File: src/rtl/dmx_pkg.sv
// ----------------------------------------------------------------------------
// dmx_pkg
// Shared types and constants of the distributed mutex node.
// ----------------------------------------------------------------------------
package dmx_pkg;

	localparam int unsigned MAX_NODES_DEF = 15;
	localparam int unsigned SEQ_BITS_DEF  = 16;

	localparam int unsigned OP_W    = 2;
	localparam int unsigned ID_W    = 4;
	localparam int unsigned SEQ_W   = 16;
	localparam int unsigned KIND_W  = 2;
	localparam int unsigned REG_W   = 4;
	localparam int unsigned RIDX_W  = 1;
	localparam int unsigned ID_MAX  = (1 << ID_W) - 1;

	localparam logic [RIDX_W-1:0] REG_MY_ID      = 1'b0;
	localparam logic [RIDX_W-1:0] REG_NODE_COUNT = 1'b1;

	typedef enum logic [OP_W-1:0] {
		OP_LOCAL_REQ = 2'd0,
		OP_PEER_REQ  = 2'd1,
		OP_PEER_REP  = 2'd2,
		OP_RELEASE   = 2'd3
	} op_t;

	typedef enum logic [KIND_W-1:0] {
		KIND_REQ   = 2'd0,
		KIND_REPLY = 2'd1,
		KIND_ENTER = 2'd2
	} kind_t;

	typedef struct packed {
		logic              valid;
		kind_t             kind;
		logic [ID_W-1:0]   dest;
		logic [SEQ_W-1:0]  seq;
	} res_t;

endpackage

File: src/rtl/dmx_emit.sv
// ----------------------------------------------------------------------------
// dmx_emit
// Result stage: holds back one result so the final one of a request can be
// marked last, and drives the registered result ports.
// ----------------------------------------------------------------------------
module dmx_emit (
	input  logic                       clk,
	input  logic                       arst_n,
	input  dmx_pkg::res_t              cand,
	input  logic                       flush,
	output logic                       valid,
	output logic [dmx_pkg::KIND_W-1:0] kind,
	output logic [dmx_pkg::ID_W-1:0]   dest,
	output logic [dmx_pkg::SEQ_W-1:0]  seq_out,
	output logic                       last
);
	import dmx_pkg::*;

	logic pend_valid_q;
	res_t pend_q;
	logic valid_q;
	res_t out_q;
	logic last_q;

	always_ff @(posedge clk or negedge arst_n) begin
		if (!arst_n) begin
			pend_valid_q <= 1'b0;
			valid_q      <= 1'b0;
		end else if (cand.valid) begin
			pend_valid_q <= 1'b1;
			valid_q      <= pend_valid_q;
		end else if (flush) begin
			pend_valid_q <= 1'b0;
			valid_q      <= pend_valid_q;
		end else begin
			valid_q      <= 1'b0;
		end
	end

	always_ff @(posedge clk) begin
		if (cand.valid) begin
			pend_q <= cand;
			out_q  <= pend_q;
			last_q <= 1'b0;
		end else if (flush) begin
			out_q  <= pend_q;
			last_q <= 1'b1;
		end
	end

	assign valid   = valid_q;
	assign kind    = out_q.kind;
	assign dest    = out_q.dest;
	assign seq_out = out_q.seq;
	assign last    = last_q;

endmodule

File: src/rtl/distributed_mutex_node.sv
// ----------------------------------------------------------------------------
// distributed_mutex_node
// One node of Ricart-Agrawala mutual exclusion.
//
// Command channel: op, peer and seq_in are taken at a clock edge with start
// high and busy low; busy then stays high until the node is done.
// Results leave on kind, dest, seq_out and last, one per cycle while valid
// is high; last marks the final result of a command. The receiver cannot
// stall; results are held back only so that the last one can be marked.
// Configuration: wr_en, wr_idx, wr_data write my_node_id (index 0) or
// node_count (index 1) at once; write only while busy is low.
// Sequence: a request or release walks node ids 1..n through one id counter
// and compare, one id per cycle; an incoming request or reply is decided in
// the decide state. A result leaves once the next one is found or the
// command ends; the final result shows in the first cycle with busy low, at
// whose end the next command can be taken.
// Reset clears the node to not requesting, all numbers zero and nothing
// deferred; my_node_id resets to 1 and node_count to 2.
// ----------------------------------------------------------------------------
module distributed_mutex_node #(
	parameter int unsigned MAX_NODES = dmx_pkg::MAX_NODES_DEF,
	parameter int unsigned SEQ_BITS  = dmx_pkg::SEQ_BITS_DEF
) (
	input  logic                        clk,
	input  logic                        arst_n,
	input  logic                        start,
	output logic                        busy,
	input  logic [dmx_pkg::OP_W-1:0]    op,
	input  logic [dmx_pkg::ID_W-1:0]    peer,
	input  logic [dmx_pkg::SEQ_W-1:0]   seq_in,
	input  logic                        wr_en,
	input  logic [dmx_pkg::RIDX_W-1:0]  wr_idx,
	input  logic [dmx_pkg::REG_W-1:0]   wr_data,
	output logic                        valid,
	output logic [dmx_pkg::KIND_W-1:0]  kind,
	output logic [dmx_pkg::ID_W-1:0]    dest,
	output logic [dmx_pkg::SEQ_W-1:0]   seq_out,
	output logic                        last
);
	import dmx_pkg::*;

	localparam int unsigned NODE_CAP = (MAX_NODES > ID_MAX) ? ID_MAX : MAX_NODES;

	typedef enum logic [4:0] {
		ST_IDLE   = 5'b00001,
		ST_DECIDE = 5'b00010,
		ST_WALK   = 5'b00100,
		ST_TAIL   = 5'b01000,
		ST_FLUSH  = 5'b10000
	} state_t;

	state_t               state_q;
	logic [ID_W-1:0]      my_id_q;
	logic [ID_W-1:0]      node_cnt_q;
	op_t                  op_q;
	logic [ID_W-1:0]      peer_q;
	logic [SEQ_BITS-1:0]  seq_q;
	logic                 requesting_q;
	logic [SEQ_BITS-1:0]  own_q;
	logic [SEQ_BITS-1:0]  hs_q;
	logic [ID_W-1:0]      pend_cnt_q;
	logic [ID_MAX:0]      dmap_q;
	logic                 bcast_q;
	logic                 enter_q;
	logic [ID_W-1:0]      idx_q;

	logic [ID_W-1:0]      n_eff;
	logic [SEQ_BITS-1:0]  seq_w;
	logic [SEQ_BITS-1:0]  hs_inc;
	logic [SEQ_W-1:0]     own_out;
	logic                 peer_ok;
	logic                 defer;
	logic                 walk_hit;
	res_t                 cand;
	logic                 flush;

	assign n_eff   = (node_cnt_q > ID_W'(NODE_CAP)) ? ID_W'(NODE_CAP) : node_cnt_q;
	assign seq_w   = SEQ_BITS'({{SEQ_BITS{1'b0}}, seq_in});
	assign hs_inc  = (&hs_q) ? hs_q : hs_q + SEQ_BITS'(1);
	assign own_out = SEQ_W'({{SEQ_W{1'b0}}, own_q});
	assign peer_ok = (peer_q != '0) && (peer_q <= n_eff) && (peer_q != my_id_q);
	assign defer   = requesting_q &&
	                 ((seq_q > own_q) || ((seq_q == own_q) && (peer_q > my_id_q)));
	assign walk_hit = (idx_q != my_id_q) && (bcast_q || dmap_q[idx_q]);
	assign busy    = (state_q != ST_IDLE);

	always_comb begin
		cand  = '0;
		flush = 1'b0;
		case (state_q)
			ST_DECIDE: begin
				if (op_q == OP_PEER_REQ && peer_ok && !defer) begin
					cand.valid = 1'b1;
					cand.kind  = KIND_REPLY;
					cand.dest  = peer_q;
				end else if (op_q == OP_PEER_REP && peer_ok && requesting_q &&
				             pend_cnt_q == ID_W'(1)) begin
					cand.valid = 1'b1;
					cand.kind  = KIND_ENTER;
				end
			end
			ST_WALK: begin
				if (walk_hit) begin
					cand.valid = 1'b1;
					cand.kind  = bcast_q ? KIND_REQ : KIND_REPLY;
					cand.dest  = idx_q;
					cand.seq   = own_out;
				end
			end
			ST_TAIL: begin
				if (enter_q) begin
					cand.valid = 1'b1;
					cand.kind  = KIND_ENTER;
				end
			end
			ST_FLUSH: flush = 1'b1;
			default: ;
		endcase
	end

	always_ff @(posedge clk or negedge arst_n) begin
		if (!arst_n) begin
			my_id_q    <= ID_W'(1);
			node_cnt_q <= ID_W'(2);
		end else if (wr_en) begin
			case (wr_idx)
				REG_MY_ID:      my_id_q    <= wr_data;
				REG_NODE_COUNT: node_cnt_q <= wr_data;
				default: ;
			endcase
		end
	end

	always_ff @(posedge clk) begin
		if (start && !busy) begin
			op_q   <= op_t'(op);
			peer_q <= peer;
			seq_q  <= seq_w;
		end
	end

	always_ff @(posedge clk or negedge arst_n) begin
		if (!arst_n) begin
			state_q      <= ST_IDLE;
			requesting_q <= 1'b0;
			own_q        <= '0;
			hs_q         <= '0;
			pend_cnt_q   <= '0;
			dmap_q       <= '0;
			bcast_q      <= 1'b0;
			enter_q      <= 1'b0;
			idx_q        <= '0;
		end else begin
			case (state_q)
				ST_IDLE: begin
					if (start) begin
						state_q <= ST_DECIDE;
					end
				end
				ST_DECIDE: begin
					state_q <= ST_IDLE;
					case (op_q)
						OP_LOCAL_REQ: begin
							if (!requesting_q && my_id_q != '0 && my_id_q <= n_eff) begin
								requesting_q <= 1'b1;
								hs_q         <= hs_inc;
								own_q        <= hs_inc;
								pend_cnt_q   <= n_eff - ID_W'(1);
								enter_q      <= (n_eff == ID_W'(1));
								bcast_q      <= 1'b1;
								idx_q        <= ID_W'(1);
								state_q      <= ST_WALK;
							end
						end
						OP_PEER_REQ: begin
							if (peer_ok) begin
								if (seq_q > hs_q) begin
									hs_q <= seq_q;
								end
								if (defer) begin
									dmap_q[peer_q] <= 1'b1;
								end else begin
									state_q <= ST_FLUSH;
								end
							end
						end
						OP_PEER_REP: begin
							if (peer_ok && requesting_q && pend_cnt_q != '0) begin
								pend_cnt_q <= pend_cnt_q - ID_W'(1);
								if (pend_cnt_q == ID_W'(1)) begin
									state_q <= ST_FLUSH;
								end
							end
						end
						OP_RELEASE: begin
							requesting_q <= 1'b0;
							pend_cnt_q   <= '0;
							enter_q      <= 1'b0;
							bcast_q      <= 1'b0;
							idx_q        <= ID_W'(1);
							if (n_eff == '0) begin
								dmap_q <= '0;
							end else begin
								state_q <= ST_WALK;
							end
						end
						default: ;
					endcase
				end
				ST_WALK: begin
					if (idx_q == n_eff) begin
						state_q <= ST_TAIL;
					end else begin
						idx_q <= idx_q + ID_W'(1);
					end
				end
				ST_TAIL: begin
					if (!bcast_q) begin
						dmap_q <= '0;
					end
					state_q <= ST_FLUSH;
				end
				ST_FLUSH: state_q <= ST_IDLE;
				default:  state_q <= ST_IDLE;
			endcase
		end
	end

	dmx_emit u_emit (
		.clk     (clk),
		.arst_n  (arst_n),
		.cand    (cand),
		.flush   (flush),
		.valid   (valid),
		.kind    (kind),
		.dest    (dest),
		.seq_out (seq_out),
		.last    (last)
	);

endmodule
File: config.mk
export PLATFORM = sky130hd
export DESIGN_NAME = distributed_mutex_node
export DESIGN_NICKNAME = d
export VERILOG_FILES = /design/src/rtl/dmx_pkg.sv /design/src/rtl/dmx_emit.sv /design/src/rtl/distributed_mutex_node.sv
export SDC_FILE = /design/constraint.sdc
export NUM_CORES = 1
export LEC_CHECK = 0
export BUFFER_PORTS_ARGS = -buffer_cell sky130_fd_sc_hd__buf_2
export CORE_UTILIZATION = 39
export CTS_CLUSTER_DIAMETER = 80
export CTS_CLUSTER_SIZE = 16
export DETAILED_ROUTE_END_ITERATION = 6
export HOLD_SLACK_MARGIN = 0.06
export SYNTH_ARGS = -nofsm -noshare
export SYNTH_HDL_FRONTEND = slang
export SYNTH_SLANG_ARGS = --single-unit
File: constraint.sdc
create_clock -name clk -period 6.99 [get_ports clk]
set_clock_uncertainty 0.1 [all_clocks]
set_input_delay 1.398 -clock clk [delete_from_list [all_inputs] [get_ports clk]]
set_output_delay 1.398 -clock clk [all_outputs]
set_load 0.02 [all_outputs]
==> results.cfg, run 1 <==
[global_route]
antenna_found_initial = 0
grt_pass1_vias = 5382
track_usage_pct = 19.1
grt_max_degree = 74
grt_pass1_wl_um = 28700
grt.overflow.total = 0

[timing]
hold_viol_final = 0
setup_slack_ps = 3000
post-route-min-period_ps = 3990
relSlewSlack_pct = 16.5
grt_setup_unrepaired = false
min_period_over_period_pct = 57.1
final_max_slew_viol_count = 0
fmax_mhz = 251
tns_ps = 0
worstMarginPinSlew_ps = 1250
setup_viol = 0

[finish]
fill_cells = 1661
n_antenna_cell = 0
layout-drive-gt1-share_pct = 15.4
synthToLayoutAreaGrowth_pct = 15.0
fin_area_um2 = 8440
multiInputGateArea_um2 = 3210
layout.nets = 821
finish.utilization_pct = 46.3
regArea_um2 = 3830

[worst_setup_path]
rrSetupSlack_ps = 3000
crit_end = dmap_q[0]$_DFFE_PN0P_
path_cells = inv_1 > ha_1 > nor2b_1 > a2111oi_0 > o211a_2 > nor3_1 > a21oi_1 > and3_1 > nor2_1
cpMaxStageDelayCell = a21oi_1
critPathKind = reg2reg
cp-startpoint = node_cnt_q[1]$_DFFE_PN1P_
crit_path_end_kind = register
rr_endpoint = dmap_q[0]$_DFFE_PN0P_
reg2regPathDepth = 9
required_ps = 7170
r2r_start = node_cnt_q[1]$_DFFE_PN1P_
startpoint_type = register
max_stage_delay_ps = 970
cp.arrival_ps = 4180
cp_max_fo = 17

[synth]
synth_top_flop_cell = dfrtp_1
yosysSeqAreaShare_pct = 52.2
ys_ff_latch = 140
synth_top_area_share_pct = 27.0
synthTopCellsByCount = dfrtp_1, nand2_1, edfxtp_1, ha_1, inv_1
yosysMostFrequentCell = dfrtp_1
syn_avg_cell_area_um2 = 10.7
synth_edf_count = 66
async_flop_share_pct = 52.1
synth_area_leaders = edfxtp_1, dfrtp_1, ha_1
synth.net_count = 769
yosysTopAreaCell = edfxtp_1
syn_inst = 687
synth_cell_types = 65
synth_area_um2 = 7340
yosysWarnings = 0

[route]
viasPerCell = 5.62
wl_per_cell_um = 17.8
drt_first_pass_iters = 7
num_vias = 5516
remaining_drc_errors = 6
drt-initial-drc-count = 478
ant_nets = 0
routed_wl_um = 17500

[clocking]
cts.htree.levels = 4
cts_resized = 0
root_buffer = clkbuf_16
clk_path_buf_depth = 2
cts_tree = done
cts_setup_buffers = 0
clk_pin_slew_worst_paths_ps = 60
holdBufCountCts = 0
clock_latency_ps = 420
numClockSinks = 140
cts_buffers = 17

[place]
gp_congestion = 0.874
hpwl_um = 12800
port_buffers = 55
placedInstanceArea_um2 = 7840
pre_cts_slack_ps = 3090

[power]
ir_drop_v = 0.000184
power_mw = 2.82
p_per_area_nw_per_um2 = 334
power.leakage_nw = 3.43

[floorplan]
die_area_um2 = 19400
rows = 49
die_width_um = 139
core_area_um2 = 18200
die_h_um = 139
start_util_pct = 40.3
ios = 56

[worst_hold_path]
hold_path_class = reg2reg

[flow_run]
maxCapViolCount = 0

[run_status]
status = finished with violations
violations = DRC
sequential cells by signal (all words and copies together), names as in the netlist, 5 cells and up:
signal	count
dmap_q	16
hs_q	16
own_out	16
seq_q	16
state_q	5
u_emit.pend_q	22
u_emit.seq_out	16
power breakdown:
| part | switching, mW | total, mW | internal, mW |
|---|---|---|---|
| sequential | 0.182 | 1.20 | 1.02 |
| combinational | 0.409 | 0.705 | 0.295 |
| clock | 0.358 | 0.919 | 0.561 |
stage by stage:
step	hold WS, ps	instances
floorplan	300	687
global placement	308	949
detailed placement	305	949
CTS	319	981
global route	322	981
finish	317	981
metal layers:
layer	wire (um)	up-vias	global-route usage, %
met5	0	-	0
li1	-	2643	-
met4	225	0	6.73
met3	904	20	3.97
met2	8040	175	29.5
met1	8320	2678	26.6
final cells by class:
cell class / instances / share of cell area [%]
well taps: 229 / 3.40
clock buffers: 18 / 5.09
multi-input cells: 469 / 38.1
clock inverters: 14 / 2.02
inverters: 51 / 2.27
repair buffers: 60 / 3.71
flip-flops and latches: 140 / 45.4
cell usage in the layout (no fill, tap or decap), types with 16 or more instances in the layout:
cell type | netlist | final
o21ai_0 | 43 | 43
edfxtp_1 | 66 | 66
clkbuf_16 | 0 | 17
buf_2 | 4 | 55
inv_1 | 51 | 51
a41oi_1 | 16 | 16
nand4_1 | 17 | 17
nor2_1 | 44 | 43
dfrtp_1 | 70 | 70
nand2_1 | 67 | 67
a21oi_1 | 44 | 44
nand3_1 | 18 | 18
nor4_1 | 19 | 19
xnor2_1 | 17 | 17
ha_1 | 51 | 51
worst max-delay path, delay by kind of cell, from the launching register on:
family	cells	cell delay (ps)
AO/OA/AOI/OAI	3	1790
AND/OR/NAND/NOR	4	1000
flip-flops	1	550
adder cells (fa/ha/maj)	1	320
buffers and inverters	1	90
worst min path at each step:
stage                                              start                          end  slack [ps]  cells after the start
after global routing      u_emit.pend_q[7]$_SDFFCE_PN0P_  u_emit.seq_out[7]$_DFFE_PP_         320                      0
after CTS                 u_emit.pend_q[9]$_SDFFCE_PN0P_  u_emit.seq_out[9]$_DFFE_PP_         320                      0
after detailed placement  u_emit.pend_q[9]$_SDFFCE_PN0P_  u_emit.seq_out[9]$_DFFE_PP_         300                      0
after floorplan              u_emit.pend_q[16]$_DFFE_PP_     u_emit.dest[0]$_DFFE_PP_         300                      0
final                     u_emit.pend_q[7]$_SDFFCE_PN0P_  u_emit.seq_out[7]$_DFFE_PP_         320                      0
after global placement    u_emit.pend_q[9]$_SDFFCE_PN0P_  u_emit.seq_out[9]$_DFFE_PP_         310                      0
logic make-up (layout without fill, tap and decap cells):
logic type	Yosys count	after routing	share of synthesized area [%]
compound gates	165	165	14.7
simple gates	217	217	14.8
mux	12	12	2.56
fa+ha+maj	51	51	8.70
buf+inv	78	143	4.16
flops	140	140	52.2
xor+xnor	24	24	2.87
(Power assumes the default switching activity.)
==> run 2, diff against run 1 <==
Clock period 6.99 ns to 4.05 ns, I/O delays scaled along.
==> run 2 against run 1 <==
Effect of this change:
- the run still ends with DRC left
- register-to-register slack worse by 2500 ps
- final cell count increased by 0.31%
- non-clock buffer count is 3 higher
- total power rose by 78%
- combinational power is 72% higher
- core utilization is 0.50 points higher
- worst setup slack got worse by 2500 ps
- critical path type unchanged
==> results.cfg, run 2 (synthesis results as in run 1) <==
[power]
power.leakage_nw = 3.48
p_clk_share_pct = 34.6
p_sw_share_pct = 31.9
ir_drop_v = 0.000315
power.share.sequential_pct = 41.2
p_sw_mw = 1.60
internal_power_mw = 3.42
p_comb_share_pct = 24.2
p_per_area_nw_per_um2 = 589

[worst_setup_path]
critPathKind = reg2reg
max_stage_delay_ps = 650
cpLargestDelayFamily = multiplexers
cpMaxStageDelayCell = dfrtp_1
cp_max_fo = 22
path_buf_inv = 1
crit_top_cell = mux4_2
required_ps = 3990
crit_path_end_kind = register
startpoint_type = register
cp.arrival_ps = 3470
path_cells = mux4_2 > mux4_2 > nor2_4 > nor3_2 > a311oi_4 > inv_1

[flow_run]
maxCapViolCount = 0

[clocking]
cts_resized = 0
clk_path_buf_depth = 2
clock_latency_ps = 420
holdBufCountCts = 0
cts_setup_buffers = 0
numClockSinks = 140
cts.htree.levels = 4
clk_pin_slew_worst_paths_ps = 50
root_buffer = clkbuf_16
cts_tree = done
cts_buffers = 17

[route]
num_vias = 5532
wl_per_cell_um = 17.6
drt-initial-drc-count = 505
remaining_drc_errors = 6
ant_nets = 0
drt_first_pass_iters = 7
routed_wl_um = 17300
viasPerCell = 5.62

[global_route]
antenna_found_initial = 0
track_usage_pct = 19.0
grt_pass1_wl_um = 29000
grt.overflow.total = 0
grt_max_degree = 47
grt_pass1_vias = 5633

[finish]
fill_cells = 1638
largest_reg_flops = 22
layout_commonest_cell = dfrtp_1
regArea_um2 = 3830
layout.nets = 824
synthToLayoutAreaGrowth_pct = 16.2
regMostFlops = u_emit.pend_q
most-common-layout-cells = dfrtp_1, nand2_1, edfxtp_1, buf_2
multiInputGateArea_um2 = 3210
layout-drive-gt1-share_pct = 15.6
n_antenna_cell = 0

[place]
hpwl_um = 12800
port_buffers = 55
gp_congestion = 0.873

[run_status]
status = finished with violations
violations = DRC

[timing]
setup_viol = 0
tns_ps = 0
grt_setup_unrepaired = false
min_period_over_period_pct = 87.2
hold_viol_final = 0
hold_slack_ps = 319
worstMarginPinSlew_ps = 799
fmax_mhz = 283
final_max_slew_viol_count = 0
relSlewSlack_pct = 46.7
post-route-min-period_ps = 3530

[floorplan]
rows = 49
ios = 56
die_h_um = 139
die_area_um2 = 19400
core_area_um2 = 18200
die_width_um = 139
start_util_pct = 40.3

[worst_hold_path]
hold_path_class = reg2reg
-- run 2: worst paths after layout --
| kind | from | to | slack [ps] | cells past startpoint |
|---|---|---|---|---|
| max | idx_q[0]$_DFFE_PN0P_ | u_emit.pend_q[11]$_SDFFCE_PN0P_ | 520 | 6 |
| min reg2reg | u_emit.pend_q[15]$_SDFFCE_PN0P_ | u_emit.seq_out[15]$_DFFE_PP_ | 320 | 0 |
| min in group asynchronous | arst_n | hs_q[10]$_DFFE_PN0P_ | 330 | 1 |
| min | u_emit.pend_q[15]$_SDFFCE_PN0P_ | u_emit.seq_out[15]$_DFFE_PP_ | 320 | 0 |
| max reg2reg | idx_q[0]$_DFFE_PN0P_ | u_emit.pend_q[11]$_SDFFCE_PN0P_ | 520 | 6 |
| max in group asynchronous | arst_n | state_q[0]$_DFFE_PN1P_ | 2770 | 2 |
-- run 2: area by class of cell --
cell class              instances  share of cell area [%]
clock buffers                  20                    5.12
clock inverters                12                    2.57
inverters                      51                    2.25
multi-input cells             469                    37.7
flip-flops and latches        140                    44.9
well taps                     229                    3.36
repair buffers                 63                    4.08
-- run 2: power by group through the flow --
stage | registers [mW] | clock network, mW | logic (mW)
after detailed placement | 2.08 | 0 | 1.20
after global routing | 2.10 | 1.81 | 1.38
after CTS | 2.06 | 1.76 | 1.21
after floorplan | 1.94 | 0 | 0.946
final | 2.07 | 1.73 | 1.21
after global placement | 2.08 | 0 | 1.15
-- run 2: per-layer routing --
metal	vias to the layer above	share of wire, %	track usage, %
met3	31	4.7	4.01
met5	-	0	0
met2	177	46	29.7
met4	0	2.1	7.89
met1	2668	47	25.6
li1	2656	-	-
-- run 2: metrics by stage --
| stage | setup slack (ps) | cell area (um^2) | power (mW) | instances | util (%) |
|---|---|---|---|---|---|
| 3_5_place_dp | 512 | 7870 | 3.29 | 952 | 43.2 |
| 6_report | 520 | 8530 | 5.02 | 984 | 46.8 |
| 3_3_place_gp | 650 | 7870 | 3.22 | 952 | 43.2 |
| 5_1_grt | 207 | 8530 | 5.30 | 984 | 46.8 |
| 4_1_cts | 503 | 8530 | 5.04 | 984 | 46.8 |
| 2_1_floorplan | 1010 | 7340 | 2.89 | 687 | - |
